<file path="src/design/mfcs_pkg.sv">
// shared types for the inline-code stripper
// one queue entry carries all results of one accepted request
// no dependencies
package mfcs_pkg;

  localparam int unsigned SLOTS = 3;
  localparam int unsigned CNT_W = 2;

  typedef struct packed {
    logic [7:0] data;
    logic       line_end;
    logic       text_end;
  } slot_t;

  typedef struct packed {
    logic [CNT_W-1:0]  cnt;
    slot_t [SLOTS-1:0] slot;
  } entry_t;

endpackage

</file>
<file path="src/design/mfcs_front.sv">
// front end: parse state machine, classifies each request into a result run
// depends on mfcs_pkg
module mfcs_front (
  input  logic            clk,
  input  logic            rst_n,
  input  logic            in_valid,
  output logic            in_ready,
  input  logic [7:0]      in_byte,
  input  logic            in_byte_valid,
  input  logic            in_text_last,
  input  logic            q_full,
  output logic            push,
  output mfcs_pkg::entry_t push_entry
);
  import mfcs_pkg::*;

  localparam logic [2:0] MODE_NORMAL = 3'd0;
  localparam logic [2:0] MODE_ESCAPE = 3'd1;
  localparam logic [2:0] MODE_SKIP   = 3'd2;
  localparam logic [2:0] MODE_UPPER  = 3'd3;
  localparam logic [2:0] MODE_LOWER  = 3'd4;

  localparam logic [7:0] CH_P     = 8'h50;
  localparam logic [7:0] CH_TILDE = 8'h7e;
  localparam logic [7:0] CH_S     = 8'h53;
  localparam logic [7:0] CH_CARET = 8'h5e;
  localparam logic [7:0] CH_HASH  = 8'h23;
  localparam logic [7:0] CH_SEMI  = 8'h3b;
  localparam logic [7:0] CH_BSL   = 8'h5c;
  localparam logic [7:0] CH_LBR   = 8'h7b;
  localparam logic [7:0] CH_RBR   = 8'h7d;
  localparam logic [7:0] CH_LU    = 8'h4c;
  localparam logic [7:0] CH_LL    = 8'h6c;
  localparam logic [7:0] CH_OU    = 8'h4f;
  localparam logic [7:0] CH_OL    = 8'h6f;
  localparam logic [7:0] CH_KU    = 8'h4b;
  localparam logic [7:0] CH_KL    = 8'h6b;
  localparam logic [7:0] CH_SPACE = 8'h20;
  localparam logic [7:0] CH_SLASH = 8'h2f;

  logic [2:0]       mode_r, mode_nxt;
  logic             lower_r, lower_nxt;
  logic [CNT_W-1:0] n;
  entry_t           ent;
  logic             accept;

  assign in_ready = !q_full;
  assign accept   = in_valid && in_ready;

  always_comb begin
    ent       = '0;
    n         = '0;
    mode_nxt  = mode_r;
    lower_nxt = lower_r;
    if (in_byte_valid) begin
      unique case (mode_r)
        MODE_ESCAPE: begin
          mode_nxt = MODE_NORMAL;
          unique case (in_byte)
            CH_P: begin
              ent.slot[n].line_end = 1'b1;
              n = n + 2'd1;
            end
            CH_BSL, CH_LBR, CH_RBR: begin
              ent.slot[n].data = in_byte;
              n = n + 2'd1;
            end
            CH_TILDE: begin
              ent.slot[n].data = CH_SPACE;
              n = n + 2'd1;
            end
            CH_LU, CH_LL, CH_OU, CH_OL, CH_KU, CH_KL: begin
            end
            CH_S: begin
              mode_nxt  = MODE_UPPER;
              lower_nxt = 1'b0;
            end
            default: mode_nxt = MODE_SKIP;
          endcase
        end
        MODE_SKIP: begin
          if (in_byte == CH_SEMI) mode_nxt = MODE_NORMAL;
        end
        MODE_UPPER: begin
          priority if (in_byte == CH_SEMI) begin
            mode_nxt = MODE_NORMAL;
          end else if (in_byte == CH_CARET || in_byte == CH_HASH) begin
            mode_nxt = MODE_LOWER;
          end else begin
            ent.slot[n].data = in_byte;
            n = n + 2'd1;
          end
        end
        MODE_LOWER: begin
          priority if (in_byte == CH_SEMI) begin
            mode_nxt = MODE_NORMAL;
          end else if (in_byte != CH_CARET && in_byte != CH_HASH) begin
            // slash goes out once, ahead of the first lower byte
            if (!lower_r) begin
              ent.slot[n].data = CH_SLASH;
              n = n + 2'd1;
              lower_nxt = 1'b1;
            end
            ent.slot[n].data = in_byte;
            n = n + 2'd1;
          end else begin
          end
        end
        default: begin
          mode_nxt = MODE_NORMAL;
          priority if (in_byte == CH_BSL) begin
            mode_nxt = MODE_ESCAPE;
          end else if (in_byte != CH_LBR && in_byte != CH_RBR) begin
            ent.slot[n].data = in_byte;
            n = n + 2'd1;
          end else begin
          end
        end
      endcase
    end
    if (in_text_last) begin
      ent.slot[n].line_end = 1'b1;
      ent.slot[n].text_end = 1'b1;
      n = n + 2'd1;
      mode_nxt  = MODE_NORMAL;
      lower_nxt = 1'b0;
    end
    ent.cnt = n;
  end

  assign push       = accept && (ent.cnt != '0);
  assign push_entry = ent;

  always_ff @(posedge clk) begin
    if (!rst_n) begin
      mode_r  <= MODE_NORMAL;
      lower_r <= 1'b0;
    end else if (accept) begin
      mode_r  <= mode_nxt;
      lower_r <= lower_nxt;
    end
  end

endmodule

</file>
<file path="src/design/mfcs_queue.sv">
// short fifo of result runs between front and back
// depends on mfcs_pkg
module mfcs_queue #(
  parameter int unsigned DEPTH = 2
) (
  input  logic             clk,
  input  logic             rst_n,
  input  logic             push,
  input  mfcs_pkg::entry_t wr_data,
  input  logic             pop,
  output mfcs_pkg::entry_t rd_data,
  output logic             full,
  output logic             not_empty
);
  import mfcs_pkg::*;

  localparam int unsigned AW = (DEPTH > 1) ? $clog2(DEPTH) : 1;
  localparam int unsigned CW = $clog2(DEPTH + 1);
  localparam logic [AW-1:0] LAST_PTR = AW'(DEPTH - 1);
  localparam logic [CW-1:0] FULL_CNT = CW'(DEPTH);

  entry_t          mem_r [DEPTH];
  logic [AW-1:0]   wr_ptr_r, rd_ptr_r;
  logic [CW-1:0]   count_r, count_nxt;

  assign full      = (count_r == FULL_CNT);
  assign not_empty = (count_r != '0);
  assign rd_data   = mem_r[rd_ptr_r];

  always_comb begin
    count_nxt = count_r;
    if (push && !pop) count_nxt = count_r + CW'(1);
    if (pop && !push) count_nxt = count_r - CW'(1);
  end

  always_ff @(posedge clk) begin
    if (push) mem_r[wr_ptr_r] <= wr_data;
  end

  always_ff @(posedge clk) begin
    if (!rst_n) begin
      wr_ptr_r <= '0;
      rd_ptr_r <= '0;
      count_r  <= '0;
    end else begin
      if (push) wr_ptr_r <= (wr_ptr_r == LAST_PTR) ? '0 : wr_ptr_r + AW'(1);
      if (pop)  rd_ptr_r <= (rd_ptr_r == LAST_PTR) ? '0 : rd_ptr_r + AW'(1);
      count_r <= count_nxt;
    end
  end

`ifndef ASSERT_OFF
  a_no_overflow: assert property (@(posedge clk) disable iff (!rst_n)
    push |-> (!full || pop))
    else $error("queue written while full");
  a_no_underflow: assert property (@(posedge clk) disable iff (!rst_n)
    pop |-> not_empty)
    else $error("queue read while empty");
  a_no_empty_run: assert property (@(posedge clk) disable iff (!rst_n)
    push |-> (wr_data.cnt != '0))
    else $error("run with no results queued");
  a_count_step: assert property (@(posedge clk) disable iff (!rst_n)
    (push && !pop) |=> (count_r == $past(count_r) + CW'(1)))
    else $error("queue count did not advance on push");
`endif

endmodule

</file>
<file path="src/design/mfcs_back.sv">
// back end: unpacks one run per queue entry into single results
// depends on mfcs_pkg
module mfcs_back (
  input  logic             clk,
  input  logic             rst_n,
  input  logic             q_valid,
  input  mfcs_pkg::entry_t q_entry,
  output logic             pop,
  output logic             out_valid,
  input  logic             out_ready,
  output logic [7:0]       out_byte,
  output logic             out_line_end,
  output logic             out_text_end,
  output logic             out_run_last
);
  import mfcs_pkg::*;

  logic [CNT_W-1:0] idx_r;
  logic             valid_r;
  slot_t            slot_r;
  logic             last_r;
  logic             load;
  logic             is_last;

  assign load    = q_valid && (!valid_r || out_ready);
  assign is_last = (idx_r == q_entry.cnt - CNT_W'(1));
  assign pop     = load && is_last;

  always_ff @(posedge clk) begin
    if (!rst_n) begin
      valid_r <= 1'b0;
      idx_r   <= '0;
    end else begin
      if (load) begin
        valid_r <= 1'b1;
        idx_r   <= is_last ? '0 : idx_r + CNT_W'(1);
      end else if (out_ready) begin
        valid_r <= 1'b0;
      end
    end
  end

  always_ff @(posedge clk) begin
    if (load) begin
      slot_r <= q_entry.slot[idx_r];
      last_r <= is_last;
    end
  end

  assign out_valid    = valid_r;
  assign out_byte     = slot_r.data;
  assign out_line_end = slot_r.line_end;
  assign out_text_end = slot_r.text_end;
  assign out_run_last = last_r;

endmodule

</file>
<file path="src/design/mtext_format_code_stripper_unit.sv">
// top level of the inline-code stripper for paragraph text
// depends on mfcs_pkg, mfcs_front, mfcs_queue, mfcs_back
//
// usage
//   input channel: one raw string byte per request (in_byte, in_byte_valid,
//   in_text_last) on in_valid/in_ready. a request with in_byte_valid low
//   carries no byte; with in_text_last high it still closes the string.
//   output channel: one result per request on out_valid/out_ready; a result
//   is a visible byte or a line end, out_text_end flags the final line end,
//   out_run_last flags the last result caused by one input request.
// path: an accepted request is written into the queue, and its results are then
//   loaded one by one from the queue into the output register
// throughput: one input request per cycle while out_ready stays high and each
//   request makes at most one result; a request that makes two or three
//   results is drained one result per cycle by the single output register,
//   and the queue absorbs the difference
// reset: synchronous, active low; parser returns to normal text mode and the
//   queue and output register are emptied
// stall: when out_ready is low the output holds; the queue keeps taking
//   requests until its QUEUE_DEPTH entries are full, then in_ready drops
module mtext_format_code_stripper_unit #(
  parameter int unsigned QUEUE_DEPTH = 2
) (
  input  logic       clk,
  input  logic       rst_n,
  input  logic       in_valid,
  output logic       in_ready,
  input  logic [7:0] in_byte,
  input  logic       in_byte_valid,
  input  logic       in_text_last,
  output logic       out_valid,
  input  logic       out_ready,
  output logic [7:0] out_byte,
  output logic       out_line_end,
  output logic       out_text_end,
  output logic       out_run_last
);
  import mfcs_pkg::*;

  // front to queue
  logic   push;
  entry_t push_entry;
  logic   q_full;

  // queue to back
  logic   pop;
  entry_t head_entry;
  logic   q_valid;

  // parser: classifies each request into a run of up to three results
  mfcs_front u_front (
    .clk           (clk),
    .rst_n         (rst_n),
    .in_valid      (in_valid),
    .in_ready      (in_ready),
    .in_byte       (in_byte),
    .in_byte_valid (in_byte_valid),
    .in_text_last  (in_text_last),
    .q_full        (q_full),
    .push          (push),
    .push_entry    (push_entry)
  );

  // decouples parsing from output stalls
  mfcs_queue #(
    .DEPTH (QUEUE_DEPTH)
  ) u_queue (
    .clk       (clk),
    .rst_n     (rst_n),
    .push      (push),
    .wr_data   (push_entry),
    .pop       (pop),
    .rd_data   (head_entry),
    .full      (q_full),
    .not_empty (q_valid)
  );

  // serializer with output register
  mfcs_back u_back (
    .clk          (clk),
    .rst_n        (rst_n),
    .q_valid      (q_valid),
    .q_entry      (head_entry),
    .pop          (pop),
    .out_valid    (out_valid),
    .out_ready    (out_ready),
    .out_byte     (out_byte),
    .out_line_end (out_line_end),
    .out_text_end (out_text_end),
    .out_run_last (out_run_last)
  );

endmodule
</file>
<file path="config.mk">
export PLATFORM = sky130hd
export DESIGN_NAME = mtext_format_code_stripper_unit
export DESIGN_NICKNAME = d
export VERILOG_FILES = /design/src/design/mfcs_pkg.sv /design/src/design/mfcs_front.sv /design/src/design/mfcs_queue.sv /design/src/design/mfcs_back.sv /design/src/design/mtext_format_code_stripper_unit.sv
export SDC_FILE = /design/constraint.sdc
export NUM_CORES = 1
export LEC_CHECK = 0
export BUFFER_PORTS_ARGS = -buffer_cell sky130_fd_sc_hd__clkbuf_2
export CORE_ASPECT_RATIO = 1.25
export CORE_MARGIN = 4
export CORE_UTILIZATION = 35
export DETAILED_ROUTE_END_ITERATION = 16
export HOLD_SLACK_MARGIN = 0.08
export MAX_ROUTING_LAYER = met4
export PLACE_DENSITY = 0.59
export SLEW_MARGIN = 5
export SYNTH_ARGS = -nofsm -noshare
export SYNTH_HDL_FRONTEND = slang
export SYNTH_SLANG_ARGS = --single-unit
</file>
<file path="constraint.sdc">
create_clock -name clk -period 3.6 [get_ports clk]
set_clock_uncertainty 0.05 [all_clocks]
set_input_delay 0.18 -clock clk [delete_from_list [all_inputs] [get_ports clk]]
set_output_delay 0.18 -clock clk [all_outputs]
set_load 0.1 [all_outputs]
</file>
==> flow_summary.html, run 1 <==
<table>
<tr><th>Metric</th><th>Value</th></tr>
<tr><th colspan="2">Timing</th></tr>
<tr><td>Unrepaired setup endpoints after global routing</td><td>no</td></tr>
<tr><td>Number of endpoints failing setup at the final stage</td><td>0</td></tr>
<tr><td>Total Negative Setup Slacks</td><td>0 ps</td></tr>
<tr><td>Count of pins over their slew limit</td><td>0</td></tr>
<tr><td>Final count of hold timing violations</td><td>0</td></tr>
<tr><td>Fraction of the cycle the final worst path needs</td><td>0.919</td></tr>
<tr><td>Maximum clock rate</td><td>0.302 GHz</td></tr>
<tr><td>Slew of the pin with the lowest slew margin</td><td>551 ps</td></tr>
<tr><td>Period minus WS final</td><td>3310 ps</td></tr>
<tr><td>Remaining max-slew budget at the tightest pin</td><td>0.628</td></tr>
<tr><th colspan="2">Worst setup path</th></tr>
<tr><td>Crit path cell chain</td><td>nor3b_1, nand3_1, o21ai_0, o311a_1, inv_1, ha_1, mux2_2, o21ai_0, ha_1, or3_1, a21boi_0</td></tr>
<tr><td>CP startpoint kind</td><td>flop</td></tr>
<tr><td>Stage delay of the slowest cell on the critical path</td><td>420 ps</td></tr>
<tr><td>Signal arrival time at the worst endpoint</td><td>3500 ps</td></tr>
<tr><td>Crit end category</td><td>flop</td></tr>
<tr><td>Standard cell with the maximum stage delay on the critical path</td><td>dfxtp_1</td></tr>
<tr><td>Critical path required time</td><td>3790 ps</td></tr>
<tr><td>Maximum fanout count along the critical path</td><td>8</td></tr>
<tr><td>Cell count of the worst reg-to-reg path</td><td>11</td></tr>
<tr><td>Critical path type</td><td>flop to flop</td></tr>
<tr><th colspan="2">Logic synthesis</th></tr>
<tr><td>Mean instance size in the synthesized netlist</td><td>roughly 13 sq um</td></tr>
<tr><td>Cells after synthesis</td><td>around 260</td></tr>
<tr><td>Number of warning messages in the yosys log</td><td>0</td></tr>
<tr><td>Multiplexer area fraction after synthesis</td><td>0.0785</td></tr>
<tr><td>Post-synthesis net count</td><td>280</td></tr>
<tr><td>Dominant combinational cell family by area after synthesis</td><td>simple AND/OR/NAND/NOR gates</td></tr>
<tr><td>Share of synthesized flip-flops with an asynchronous set or reset</td><td>0</td></tr>
<tr><td>Number of distinct standard cells referenced by the synthesized netlist</td><td>57</td></tr>
<tr><td>Share of synthesized area occupied by flip-flops and latches</td><td>0.565</td></tr>
<tr><td>Dominant cell by count in the synthesized netlist</td><td>edfxtp_1</td></tr>
<tr><td>Proportion of netlist area held by the largest area contributor</td><td>0.494</td></tr>
<tr><td>EDFF count, synth</td><td>55</td></tr>
<tr><td>Synth Area in Compound Gates</td><td>0.0946</td></tr>
<tr><td>XOR/XNOR Fraction of Synth Area</td><td>0.0310</td></tr>
<tr><td>Synth top cells by count</td><td>edfxtp_1 (55), and2_1 (20), nor2b_1 (16)</td></tr>
<tr><td>Simple-gate portion of the synthesized area</td><td>0.185</td></tr>
<tr><td>Post-Syn Area</td><td>3350 sq um</td></tr>
<tr><td>Leading post-synthesis cells by cell area</td><td>edfxtp_1 (49%), dfxtp_1 (7.2%), mux4_2 (5.4%)</td></tr>
<tr><td>Cell type with the highest aggregate area in the netlist</td><td>edfxtp_1</td></tr>
<tr><td>Number of flip-flops and latches in the synthesized netlist</td><td>67</td></tr>
<tr><td>Adder-cell area share of the yosys netlist</td><td>0.0150</td></tr>
<tr><td>Predominant post-synthesis flop cell</td><td>edfxtp_1</td></tr>
<tr><th colspan="2">Detailed routing</th></tr>
<tr><td>DRC violation total after the first TritonRoute iteration</td><td>82</td></tr>
<tr><td>Post-route DRC</td><td>0</td></tr>
<tr><td>Per-cell routed wire length</td><td>~15 um</td></tr>
<tr><td>DRT antenna net count</td><td>0</td></tr>
<tr><td>Number of optimization iterations in the first detailed-route pass</td><td>4</td></tr>
<tr><td>DR vias</td><td>2,079</td></tr>
<tr><td>Via-to-Cell Ratio</td><td>5.00</td></tr>
<tr><td>DRT Wirelength</td><td>6240 um</td></tr>
<tr><th colspan="2">Finish</th></tr>
<tr><td>Antenna cell count</td><td>0</td></tr>
<tr><td>Area used by multi-input combinational logic</td><td>1350 sq um</td></tr>
<tr><td>Net count of the finished layout</td><td>~310</td></tr>
<tr><td>Area overhead of the layout relative to synthesis</td><td>17.6%</td></tr>
<tr><td>Fraction of layout cells with a size suffix above 1</td><td>0.235</td></tr>
<tr><td>Number of inserted filler cells in the final layout</td><td>883</td></tr>
<tr><td>Non-Filler Instances</td><td>416</td></tr>
<tr><td>Sequential cell area</td><td>1890 sq um</td></tr>
<tr><th colspan="2">Clock network</th></tr>
<tr><td>Clock tree root buffer cell</td><td>clkbuf_16</td></tr>
<tr><td>Hold buffer count at cts</td><td>0</td></tr>
<tr><td>Clock slew seen by the registers of the worst setup and hold paths</td><td>roughly 60 ps</td></tr>
<tr><td>CTS sink count</td><td>67</td></tr>
<tr><td>Clock Latency Late Sink</td><td>320 ps</td></tr>
<tr><td>Number of cells upsized or downsized after cts</td><td>0</td></tr>
<tr><td>Number of buffers on the longest clock path</td><td>2</td></tr>
<tr><td>Count of H-tree levels built during CTS</td><td>3</td></tr>
<tr><td>Clock tree from TritonCTS</td><td>done</td></tr>
<tr><td>Number of buffers added for setup after CTS</td><td>0</td></tr>
<tr><td>Number of CTS-inserted buffers</td><td>9</td></tr>
<tr><th colspan="2">Global routing</th></tr>
<tr><td>Antenna violations before repair</td><td>0</td></tr>
<tr><td>Largest net degree at the start of global routing</td><td>23</td></tr>
<tr><td>Vias in the first global route</td><td>roughly 2,100</td></tr>
<tr><td>Overall fraction of global-route tracks in use</td><td>0.124</td></tr>
<tr><td>Total global routing overflow</td><td>0</td></tr>
<tr><td>Wire length of the first global-routing pass</td><td>10,300 um</td></tr>
<tr><th colspan="2">Floorplan</th></tr>
<tr><td>Row count</td><td>39</td></tr>
<tr><td>Die Area</td><td>11,200 sq um</td></tr>
<tr><td>Initial standard-cell utilization of the core</td><td>0.363</td></tr>
<tr><td>Die height</td><td>117 um</td></tr>
<tr><td>Core Region</td><td>between 9000 and 10,000 sq um</td></tr>
<tr><td>Width of the chip</td><td>95.5 um</td></tr>
<tr><td>Top-level port count</td><td>27</td></tr>
<tr><th colspan="2">Place</th></tr>
<tr><td># placed instances</td><td>approximately 400</td></tr>
<tr><td>Global placer's final weighted congestion</td><td>0.851</td></tr>
<tr><td>Port Buf Inserts</td><td>26</td></tr>
<tr><td>Half-perimeter wire length after placement</td><td>approximately 4300 um</td></tr>
<tr><th colspan="2">Hold path</th></tr>
<tr><td>Worst Hold Depth</td><td>3</td></tr>
<tr><td>Type of the most critical hold path</td><td>input port to flop</td></tr>
<tr><th colspan="2">Status</th></tr>
<tr><td>Result of the run</td><td>finished clean</td></tr>
<tr><th colspan="2">Pwr</th></tr>
<tr><td>Total leakage power</td><td>1.41 nW</td></tr>
<tr><td>Power density relative to cell area</td><td>791 nW/um^2</td></tr>
<tr><td>Max VDD drop</td><td>259 uV</td></tr>
<tr><th colspan="2">Flow run</th></tr>
<tr><td>Number of maximum-capacitance violations</td><td>0</td></tr>
</table>
[flip-flops by register name, summed over array words and instances (netlist names), named ones only]
register	count
u_back.idx_r	2
u_back.out_byte	8
u_back.out_line_end	1
u_back.out_run_last	1
u_back.out_text_end	1
u_back.out_valid	1
u_front.lower_r	1
u_front.mode_r	3
u_queue.count_r	2
u_queue.mem_r	44
u_queue.rd_ptr_r	1
u_queue.wr_ptr_r	1
[worst paths after layout]
kind | end | slack [ps] | start
worst max-delay path | u_queue.count_r[1]$_SDFFE_PN0P_ | 290 | u_front.mode_r[0]$_SDFFE_PN0P_
worst min-delay path | u_back.out_valid$_SDFFE_PN0P_ | 170 | out_ready
worst max register to register | u_queue.count_r[1]$_SDFFE_PN0P_ | 290 | u_front.mode_r[0]$_SDFFE_PN0P_
worst min register to register | u_queue.wr_ptr_r$_SDFFE_PN0P_ | 490 | u_queue.wr_ptr_r$_SDFFE_PN0P_
[cell families after synthesis]
kind of cell / after synthesis
and+or+nand+nor: 96
xor gates and xnor gates: 11
AOI/OAI and AO/OA: 44
DFF: 67
buffers and inverters: 24
muxes: 16
adders and majority gates: 4
[per-layer routing]
metal	GRT usage	part of all wire
met1	0.139	0.42
met2	0.199	0.52
met3	0.0384	0.042
met4	0.0552	0.011
met5	-	0
[power breakdown]
part	switching, mW	internal (mW)	leakage, nW
sequential	0.0480	1.03	0.621
clock	0.300	0.668	0.165
combinational	0.803	0.263	0.622
total	1.15	1.96	1.41
[area by class of cell]
cell class,count,share of cell area
tap,123,0.0391
timing repair buffer,32,0.0445
sequential,67,0.481
multi-input combinational,171,0.344
clock inverter,6,0.0267
inverter,8,0.00763
clock buffer,9,0.0573
[stage by stage]
step | setup slack, ps | util | hold WS [ps] | power (mW) | instance area [sq um]
4_1_cts | 269 | 0.427 | 160 | 3.15 | 3930
5_1_grt | 84.2 | 0.427 | 182 | 3.25 | 3930
3_5_place_dp | 242 | 0.391 | 477 | 2.18 | 3600
6_report | 291 | 0.427 | 169 | 3.11 | 3930
3_3_place_gp | 421 | 0.391 | 467 | 2.17 | 3600
2_1_floorplan | 582 | - | 284 | 2.00 | 3350
[cells in the final DEF (no fill, tap or decap), types with 7 or more instances in the layout]
cell and count:
edfxtp_1 55, clkbuf_2 26, and2_1 20, nor2b_1 16, dfxtp_1 12, o21ai_0 11
a21oi_1 9, clkbuf_16 9, nand2_1 8, mux4_2 8, inv_1 7
[critical path, delay by kind of cell, from the launching register on]
family | cells | cell delay [ps]
mux | 1 | 310
fa+ha+maj | 2 | 610
compound gates | 4 | 970
flops | 1 | 420
buf+inv | 1 | 120
simple gates | 3 | 740
No activity file was read; power rests on OpenSTA's default activity.
==> run 2, diff against run 1 <==
Settings changed: CAP_MARGIN set to 20, CORE_UTILIZATION 35 to 49, PLACE_DENSITY 0.59 to 0.75, RECOVER_POWER set to 100.
==> run 2 against run 1 <==
Non-clock buffer count is the same. Worst hold slack improved by 16 ps. Via count increased by 1.6%. Power down 15%. Design area is 6.5% lower. Global-route usage increased by 4.3 points. Fmax up 1.7%. First-iteration DRC count grew 33%. Combinational power shrank 7%.
==> flow_summary.html, run 2 (synthesized netlist as in run 1, its figures left out) <==
<table>
<tr><th>Metric</th><th>Value</th></tr>
<tr><th colspan="2">Clock network</th></tr>
<tr><td>Clock Latency Late Sink</td><td>330 ps</td></tr>
<tr><td>Clock tree from TritonCTS</td><td>done</td></tr>
<tr><td>Number of buffers added for setup after CTS</td><td>0</td></tr>
<tr><td>Number of buffers on the longest clock path</td><td>2</td></tr>
<tr><td>Clock tree root buffer cell</td><td>clkbuf_8</td></tr>
<tr><td>Clock slew seen by the registers of the worst setup and hold paths</td><td>about 70 ps</td></tr>
<tr><td>Count of H-tree levels built during CTS</td><td>3</td></tr>
<tr><td>Number of cells upsized or downsized after cts</td><td>0</td></tr>
<tr><td>Hold buffer count at cts</td><td>0</td></tr>
<tr><td>Number of CTS-inserted buffers</td><td>9</td></tr>
<tr><td>CTS sink count</td><td>67</td></tr>
<tr><th colspan="2">Timing</th></tr>
<tr><td>Tightest hold margin</td><td>185 ps</td></tr>
<tr><td>Total Negative Setup Slacks</td><td>0 ps</td></tr>
<tr><td>Count of pins over their slew limit</td><td>0</td></tr>
<tr><td>Remaining max-slew budget at the tightest pin</td><td>0.220</td></tr>
<tr><td>Number of endpoints failing setup at the final stage</td><td>0</td></tr>
<tr><td>Worst setup slack after layout</td><td>348 ps</td></tr>
<tr><td>Unrepaired setup endpoints after global routing</td><td>no</td></tr>
<tr><td>Final count of hold timing violations</td><td>0</td></tr>
<tr><td>Maximum clock rate</td><td>0.307 GHz</td></tr>
<tr><td>Fraction of the cycle the final worst path needs</td><td>0.903</td></tr>
<tr><td>Period minus WS final</td><td>3250 ps</td></tr>
<tr><td>Slew of the pin with the lowest slew margin</td><td>between 1000 and 1500 ps</td></tr>
<tr><th colspan="2">Global routing</th></tr>
<tr><td>Total global routing overflow</td><td>0</td></tr>
<tr><td>Antenna violations before repair</td><td>0</td></tr>
<tr><td>Wire length of the first global-routing pass</td><td>~10000 um</td></tr>
<tr><td>Overall fraction of global-route tracks in use</td><td>0.166</td></tr>
<tr><td>Vias in the first global route</td><td>2,091</td></tr>
<tr><td>Largest net degree at the start of global routing</td><td>23</td></tr>
<tr><th colspan="2">Worst setup path</th></tr>
<tr><td>Signal arrival time at the worst endpoint</td><td>3450 ps</td></tr>
<tr><td>CP startpoint kind</td><td>flop</td></tr>
<tr><td>Reg2Reg Launch Point</td><td>u_front.mode_r[0]$_SDFFE_PN0P_</td></tr>
<tr><td>Cell count of the worst reg-to-reg path</td><td>11</td></tr>
<tr><td>End point of the critical path</td><td>u_queue.count_r[1]$_SDFFE_PN0P_</td></tr>
<tr><td>Critical path required time</td><td>3800 ps</td></tr>
<tr><td>Critical path type</td><td>flop to flop</td></tr>
<tr><td>Crit end category</td><td>flop</td></tr>
<tr><td>Maximum fanout count along the critical path</td><td>7</td></tr>
<tr><td>FF-to-FF setup slack</td><td>about 350 ps</td></tr>
<tr><td>Start point of the critical path</td><td>u_front.mode_r[0]$_SDFFE_PN0P_</td></tr>
<tr><td>Capturing point of the worst reg2reg path</td><td>u_queue.count_r[1]$_SDFFE_PN0P_</td></tr>
<tr><th colspan="2">Pwr</th></tr>
<tr><td>Total leakage power</td><td>~1.3 nW</td></tr>
<tr><td>Max VDD drop</td><td>~460 uV</td></tr>
<tr><td>Power density relative to cell area</td><td>between 700 and 800 nW/um^2</td></tr>
<tr><th colspan="2">Detailed routing</th></tr>
<tr><td>Number of optimization iterations in the first detailed-route pass</td><td>4</td></tr>
<tr><td>Post-route DRC</td><td>0</td></tr>
<tr><td>Per-cell routed wire length</td><td>15.7 um</td></tr>
<tr><td>DRT Wirelength</td><td>5970 um</td></tr>
<tr><td>Via-to-Cell Ratio</td><td>roughly 5.5</td></tr>
<tr><td>DRT antenna net count</td><td>0</td></tr>
<tr><td>DR vias</td><td>2,113</td></tr>
<tr><td>DRC violation total after the first TritonRoute iteration</td><td>around 110</td></tr>
<tr><th colspan="2">Flow run</th></tr>
<tr><td>Number of maximum-capacitance violations</td><td>0</td></tr>
<tr><th colspan="2">Finish</th></tr>
<tr><td>Number of inserted filler cells in the final layout</td><td>around 580</td></tr>
<tr><td>Fraction of layout cells with a size suffix above 1</td><td>0.163</td></tr>
<tr><td>Register with the most flip-flops</td><td>u_queue.mem_r</td></tr>
<tr><td>Leading cell type in the layout, fill and taps excluded</td><td>edfxtp_1</td></tr>
<tr><td>Net count of the finished layout</td><td>about 300</td></tr>
<tr><td>Top library cells by usage in the layout, fill and taps aside</td><td>edfxtp_1 (55), nor2b_1 (16), and2_0 (16), clkbuf_1 (16), clkbuf_2 (14)</td></tr>
<tr><td>Area overhead of the layout relative to synthesis</td><td>9.95%</td></tr>
<tr><td>Final design instance area without fill</td><td>3680 sq um</td></tr>
<tr><td>Max reg flops</td><td>between 40 and 50</td></tr>
<tr><td>Antenna cell count</td><td>0</td></tr>
<tr><th colspan="2">Hold path</th></tr>
<tr><td>Worst Hold Launch</td><td>out_ready</td></tr>
<tr><td>Type of the most critical hold path</td><td>input port to flop</td></tr>
<tr><th colspan="2">Status</th></tr>
<tr><td>Result of the run</td><td>finished clean</td></tr>
<tr><th colspan="2">Place</th></tr>
<tr><td>Global placer's final weighted congestion</td><td>0.955</td></tr>
<tr><td>Total placed instance area</td><td>3560 sq um</td></tr>
<tr><td>Half-perimeter wire length after placement</td><td>roughly 4300 um</td></tr>
<tr><td>DP Worst Slack</td><td>313 ps</td></tr>
<tr><td>Port Buf Inserts</td><td>26</td></tr>
<tr><th colspan="2">Floorplan</th></tr>
<tr><td>Die height</td><td>roughly 100 um</td></tr>
<tr><td>Row count</td><td>33</td></tr>
<tr><td>Initial standard-cell utilization of the core</td><td>0.506</td></tr>
<tr><td>Width of the chip</td><td>81.9 um</td></tr>
<tr><td>Top-level port count</td><td>27</td></tr>
<tr><td>Die Area</td><td>about 8200 sq um</td></tr>
<tr><td>Core Region</td><td>~6600 sq um</td></tr>
</table>
[run 2: changes by cell type in the layout (fill, tap and decap cells not counted), sizes merged]
cell / previous run / this run
buf: 6 / 2
bufinv: 3 / 0
clkbuf: 35 / 39
clkinv: 3 / 4
clkinvlp: 0 / 1
inv: 8 / 10
[run 2: routing by layer]
metal | GRT usage | up-vias | part of all wire
li1 | - | 1047 | -
met1 | 0.205 | 1013 | 0.42
met2 | 0.262 | 44 | 0.52
met3 | 0.0359 | 9 | 0.037
met4 | 0.0729 | 0 | 0.018
met5 | - | - | 0
[run 2: critical path, cell delays in order (launching register included)]
cell	delay, ps
dfxtp_1	310
clkbuf_1	150
nor2_1	270
xor2_1	320
o311a_1	320
inv_1	100
ha_1	310
mux2_2	320
o21ai_0	220
ha_1	290
or3_1	350
a21boi_0	180
[run 2: worst min-delay path by stage]
stage / to / slack (ps) / depth (start not counted)
4_1_cts: u_back.out_valid$_SDFFE_PN0P_ / 170 / 3
3_3_place_gp: u_queue.count_r[1]$_SDFFE_PN0P_ / 460 / 2
3_5_place_dp: u_queue.wr_ptr_r$_SDFFE_PN0P_ / 480 / 2
6_report: u_back.out_valid$_SDFFE_PN0P_ / 180 / 3
5_1_grt: u_back.out_valid$_SDFFE_PN0P_ / 200 / 3
2_1_floorplan: u_queue.count_r[1]$_SDFFE_PN0P_ / 280 / 1
[run 2: stage by stage]
stage / cells / total power [mW] / util
detailed placement: 365 / 2.16 / 0.539
global placement: 365 / 2.14 / 0.539
CTS: 381 / 2.68 / 0.564
floorplan: 262 / 2.00 / -
finish: 381 / 2.63 / 0.557
global route: 381 / 2.77 / 0.557
[run 2: area by class of cell]
cell class | count | area, sq um | area share
clock buffers | 9 | 124 | 0.0337
clock inverters | 7 | 42.5 | 0.0116
multi-input cells | 171 | 1340 | 0.363
repair buffers | 32 | 145 | 0.0395
inverters | 8 | 30.0 | 0.00816
well taps | 87 | 109 | 0.0296
flip-flops and latches | 67 | 1890 | 0.514
[run 2: report_power, final]
| group | total [mW] | internal (mW) | switching [mW] |
|---|---|---|---|
| Combinational | 1.00 | 0.234 | 0.767 |
| Sequential | 1.11 | 1.03 | 0.0778 |
| Clock | 0.525 | 0.247 | 0.278 |
==> run 3, diff against run 2 <==
Settings changed: RECOVER_POWER 100 to 25.
==> run 3 against run 2 <==
Design area rose by 0.75%. Via count about the same. Sequential power is essentially flat. Combinational power about the same. Register-to-register slack barely moved. First-iteration DRC count fell by 4.6%. Largest power group unchanged. Highest routed layer unchanged.
==> flow_summary.html, run 3 (synthesized netlist as in run 1, its figures left out) <==
<table>
<tr><th>Metric</th><th>Value</th></tr>
<tr><th colspan="2">Timing</th></tr>
<tr><td>Count of pins over their slew limit</td><td>0</td></tr>
<tr><td>Number of endpoints failing setup at the final stage</td><td>0</td></tr>
<tr><td>Total Negative Setup Slacks</td><td>0 ps</td></tr>
<tr><td>Period minus WS final</td><td>between 3000 and 4000 ps</td></tr>
<tr><td>Final count of hold timing violations</td><td>0</td></tr>
<tr><td>Fraction of the cycle the final worst path needs</td><td>0.903</td></tr>
<tr><td>Worst setup slack after layout</td><td>349 ps</td></tr>
<tr><td>Maximum clock rate</td><td>about 0.31 GHz</td></tr>
<tr><td>Remaining max-slew budget at the tightest pin</td><td>0.222</td></tr>
<tr><td>Unrepaired setup endpoints after global routing</td><td>no</td></tr>
<tr><td>Slew of the pin with the lowest slew margin</td><td>between 1000 and 1500 ps</td></tr>
<tr><th colspan="2">Place</th></tr>
<tr><td>Half-perimeter wire length after placement</td><td>approximately 4300 um</td></tr>
<tr><td>DP Worst Slack</td><td>around 310 ps</td></tr>
<tr><td>Global placer's final weighted congestion</td><td>0.955</td></tr>
<tr><td>Port Buf Inserts</td><td>26</td></tr>
<tr><th colspan="2">Global routing</th></tr>
<tr><td>Overall fraction of global-route tracks in use</td><td>0.166</td></tr>
<tr><td>Largest net degree at the start of global routing</td><td>23</td></tr>
<tr><td>Wire length of the first global-routing pass</td><td>10000 um</td></tr>
<tr><td>Total global routing overflow</td><td>0</td></tr>
<tr><td>Antenna violations before repair</td><td>0</td></tr>
<tr><td>Vias in the first global route</td><td>2,091</td></tr>
<tr><th colspan="2">Finish</th></tr>
<tr><td>Register with the most flip-flops</td><td>u_queue.mem_r</td></tr>
<tr><td>Max reg flops</td><td>44</td></tr>
<tr><td>Leading cell type in the layout, fill and taps excluded</td><td>edfxtp_1</td></tr>
<tr><td>Area used by multi-input combinational logic</td><td>1350 sq um</td></tr>
<tr><td>Area overhead of the layout relative to synthesis</td><td>10.8%</td></tr>
<tr><td>Sequential cell area</td><td>between 1500 and 2000 sq um</td></tr>
<tr><td>Fraction of layout cells with a size suffix above 1</td><td>0.187</td></tr>
<tr><td>Antenna cell count</td><td>0</td></tr>
<tr><td>Net count of the finished layout</td><td>307</td></tr>
<tr><td>Number of inserted filler cells in the final layout</td><td>between 500 and 600</td></tr>
<tr><td>Top library cells by usage in the layout, fill and taps aside</td><td>edfxtp_1 (55), and2_1 (20), nor2b_1 (16), clkbuf_2 (14), clkbuf_1 (13)</td></tr>
<tr><td>Final Util</td><td>0.561</td></tr>
<tr><th colspan="2">Floorplan</th></tr>
<tr><td>Die height</td><td>100 um</td></tr>
<tr><td>Top-level port count</td><td>27</td></tr>
<tr><td>Die Area</td><td>8220 sq um</td></tr>
<tr><td>Initial standard-cell utilization of the core</td><td>0.506</td></tr>
<tr><td>Width of the chip</td><td>81.9 um</td></tr>
<tr><td>Row count</td><td>33</td></tr>
<tr><td>Core Region</td><td>6610 sq um</td></tr>
<tr><th colspan="2">Worst setup path</th></tr>
<tr><td>CP startpoint kind</td><td>flop</td></tr>
<tr><td>Critical path type</td><td>flop to flop</td></tr>
<tr><td>Buffering stage count on the worst path with inverters included</td><td>2</td></tr>
<tr><td>FF-to-FF setup slack</td><td>350 ps</td></tr>
<tr><td>Top cell family by delay on the critical path</td><td>compound AO/OA/AOI/OAI gates</td></tr>
<tr><td>Reg2Reg Launch Point</td><td>u_front.mode_r[0]$_SDFFE_PN0P_</td></tr>
<tr><td>Crit path cell chain</td><td>buf_4, nor2_1, xor2_1, o311a_1, inv_1, ha_1, mux2_2, o21ai_0, ha_1, or3_1, a21boi_0</td></tr>
<tr><td>Capturing point of the worst reg2reg path</td><td>u_queue.count_r[1]$_SDFFE_PN0P_</td></tr>
<tr><td>Crit end category</td><td>flop</td></tr>
<tr><td>Signal arrival time at the worst endpoint</td><td>3450 ps</td></tr>
<tr><td>Stage delay of the slowest cell on the critical path</td><td>350 ps</td></tr>
<tr><td>Most repeated library cell on the critical path</td><td>ha_1</td></tr>
<tr><td>Cell count of the worst reg-to-reg path</td><td>11</td></tr>
<tr><td>Critical path required time</td><td>approximately 3800 ps</td></tr>
<tr><td>Maximum fanout count along the critical path</td><td>7</td></tr>
<tr><td>Standard cell with the maximum stage delay on the critical path</td><td>or3_1</td></tr>
<tr><th colspan="2">Hold path</th></tr>
<tr><td>Worst Hold Launch</td><td>out_ready</td></tr>
<tr><td>Type of the most critical hold path</td><td>input port to flop</td></tr>
<tr><td>Worst Hold Depth</td><td>3</td></tr>
<tr><td>Endpoint, Worst Hold</td><td>u_back.out_valid$_SDFFE_PN0P_</td></tr>
<tr><th colspan="2">Clock network</th></tr>
<tr><td>Number of CTS-inserted buffers</td><td>9</td></tr>
<tr><td>Number of buffers added for setup after CTS</td><td>0</td></tr>
<tr><td>Count of H-tree levels built during CTS</td><td>3</td></tr>
<tr><td>Hold buffer count at cts</td><td>0</td></tr>
<tr><td>Number of buffers on the longest clock path</td><td>2</td></tr>
<tr><td>Clock tree root buffer cell</td><td>clkbuf_8</td></tr>
<tr><td>CTS sink count</td><td>67</td></tr>
<tr><td>Number of cells upsized or downsized after cts</td><td>0</td></tr>
<tr><td>Clock tree from TritonCTS</td><td>done</td></tr>
<tr><td>Clock slew seen by the registers of the worst setup and hold paths</td><td>about 70 ps</td></tr>
<tr><td>Clock Latency Late Sink</td><td>330 ps</td></tr>
<tr><th colspan="2">Detailed routing</th></tr>
<tr><td>DRT antenna net count</td><td>0</td></tr>
<tr><td>Via-to-Cell Ratio</td><td>5.55</td></tr>
<tr><td>DRC violation total after the first TritonRoute iteration</td><td>104</td></tr>
<tr><td>Per-cell routed wire length</td><td>between 15 and 20 um</td></tr>
<tr><td>Post-route DRC</td><td>0</td></tr>
<tr><td>DRT Wirelength</td><td>5970 um</td></tr>
<tr><td>Number of optimization iterations in the first detailed-route pass</td><td>4</td></tr>
<tr><td>DR vias</td><td>2,115</td></tr>
<tr><th colspan="2">Status</th></tr>
<tr><td>Result of the run</td><td>finished clean</td></tr>
<tr><th colspan="2">Pwr</th></tr>
<tr><td>Power density relative to cell area</td><td>a little over 700 nW/um^2</td></tr>
<tr><td>Max VDD drop</td><td>459 uV</td></tr>
<tr><td>Total leakage power</td><td>~1.3 nW</td></tr>
<tr><th colspan="2">Flow run</th></tr>
<tr><td>Number of maximum-capacitance violations</td><td>0</td></tr>
</table>
[run 3: worst max-delay path by stage]
stage                                         startpoint                               to  slack, ps  cells past startpoint
after floorplan                               in_byte[1]  u_queue.count_r[1]$_SDFFE_PN0P_        580                     12
after global placement                        in_byte[2]  u_queue.count_r[1]$_SDFFE_PN0P_        430                     12
after detailed placement                      in_byte[2]  u_queue.count_r[1]$_SDFFE_PN0P_        310                     12
after CTS                 u_front.mode_r[0]$_SDFFE_PN0P_  u_queue.count_r[1]$_SDFFE_PN0P_        360                     11
after global routing                                flop  u_queue.count_r[1]$_SDFFE_PN0P_        100                      9
final                     u_front.mode_r[0]$_SDFFE_PN0P_  u_queue.count_r[1]$_SDFFE_PN0P_        350                     11
[run 3: metrics by stage]
stage | std cells | hold WS, ps | power, mW | cell area [sq um]
CTS | 381 | 174 | 2.68 | 3720
floorplan | 262 | 284 | 2.00 | 3350
finish | 381 | 182 | 2.64 | 3710
global route | 381 | 202 | 2.78 | 3710
detailed placement | 365 | 484 | 2.16 | 3560
global placement | 365 | 462 | 2.14 | 3560
[run 3: final cells by class]
cell class              count  share of cell area
inverters                   8             0.00810
flip-flops and latches     67               0.510
clock inverters             7              0.0115
clock buffers               9              0.0334
well taps                  87              0.0294
repair buffers             32              0.0422
multi-input cells         171               0.365
[run 3: worst reg2reg max path, stage by stage (launching register included)]
cell and delay, ps:
dfxtp_1 310, buf_4 150, nor2_1 240, xor2_1 320, o311a_1 340, inv_1 100, ha_1 310, mux2_2 310
o21ai_0 220, ha_1 290, or3_1 350, a21boi_0 170
[run 3: report_power, final]
part / switching, mW / internal, mW
registers: 0.0781 / 1.03
logic: 0.766 / 0.239
clock network: 0.278 / 0.247
[run 3: routing by layer]
metal / vias up / global-route usage / part of all wire
li1: 1043 / - / -
met1: 1010 / 0.205 / 0.42
met2: 52 / 0.262 / 0.52
met3: 10 / 0.0359 / 0.041
met4: 0 / 0.0729 / 0.019
met5: - / - / 0
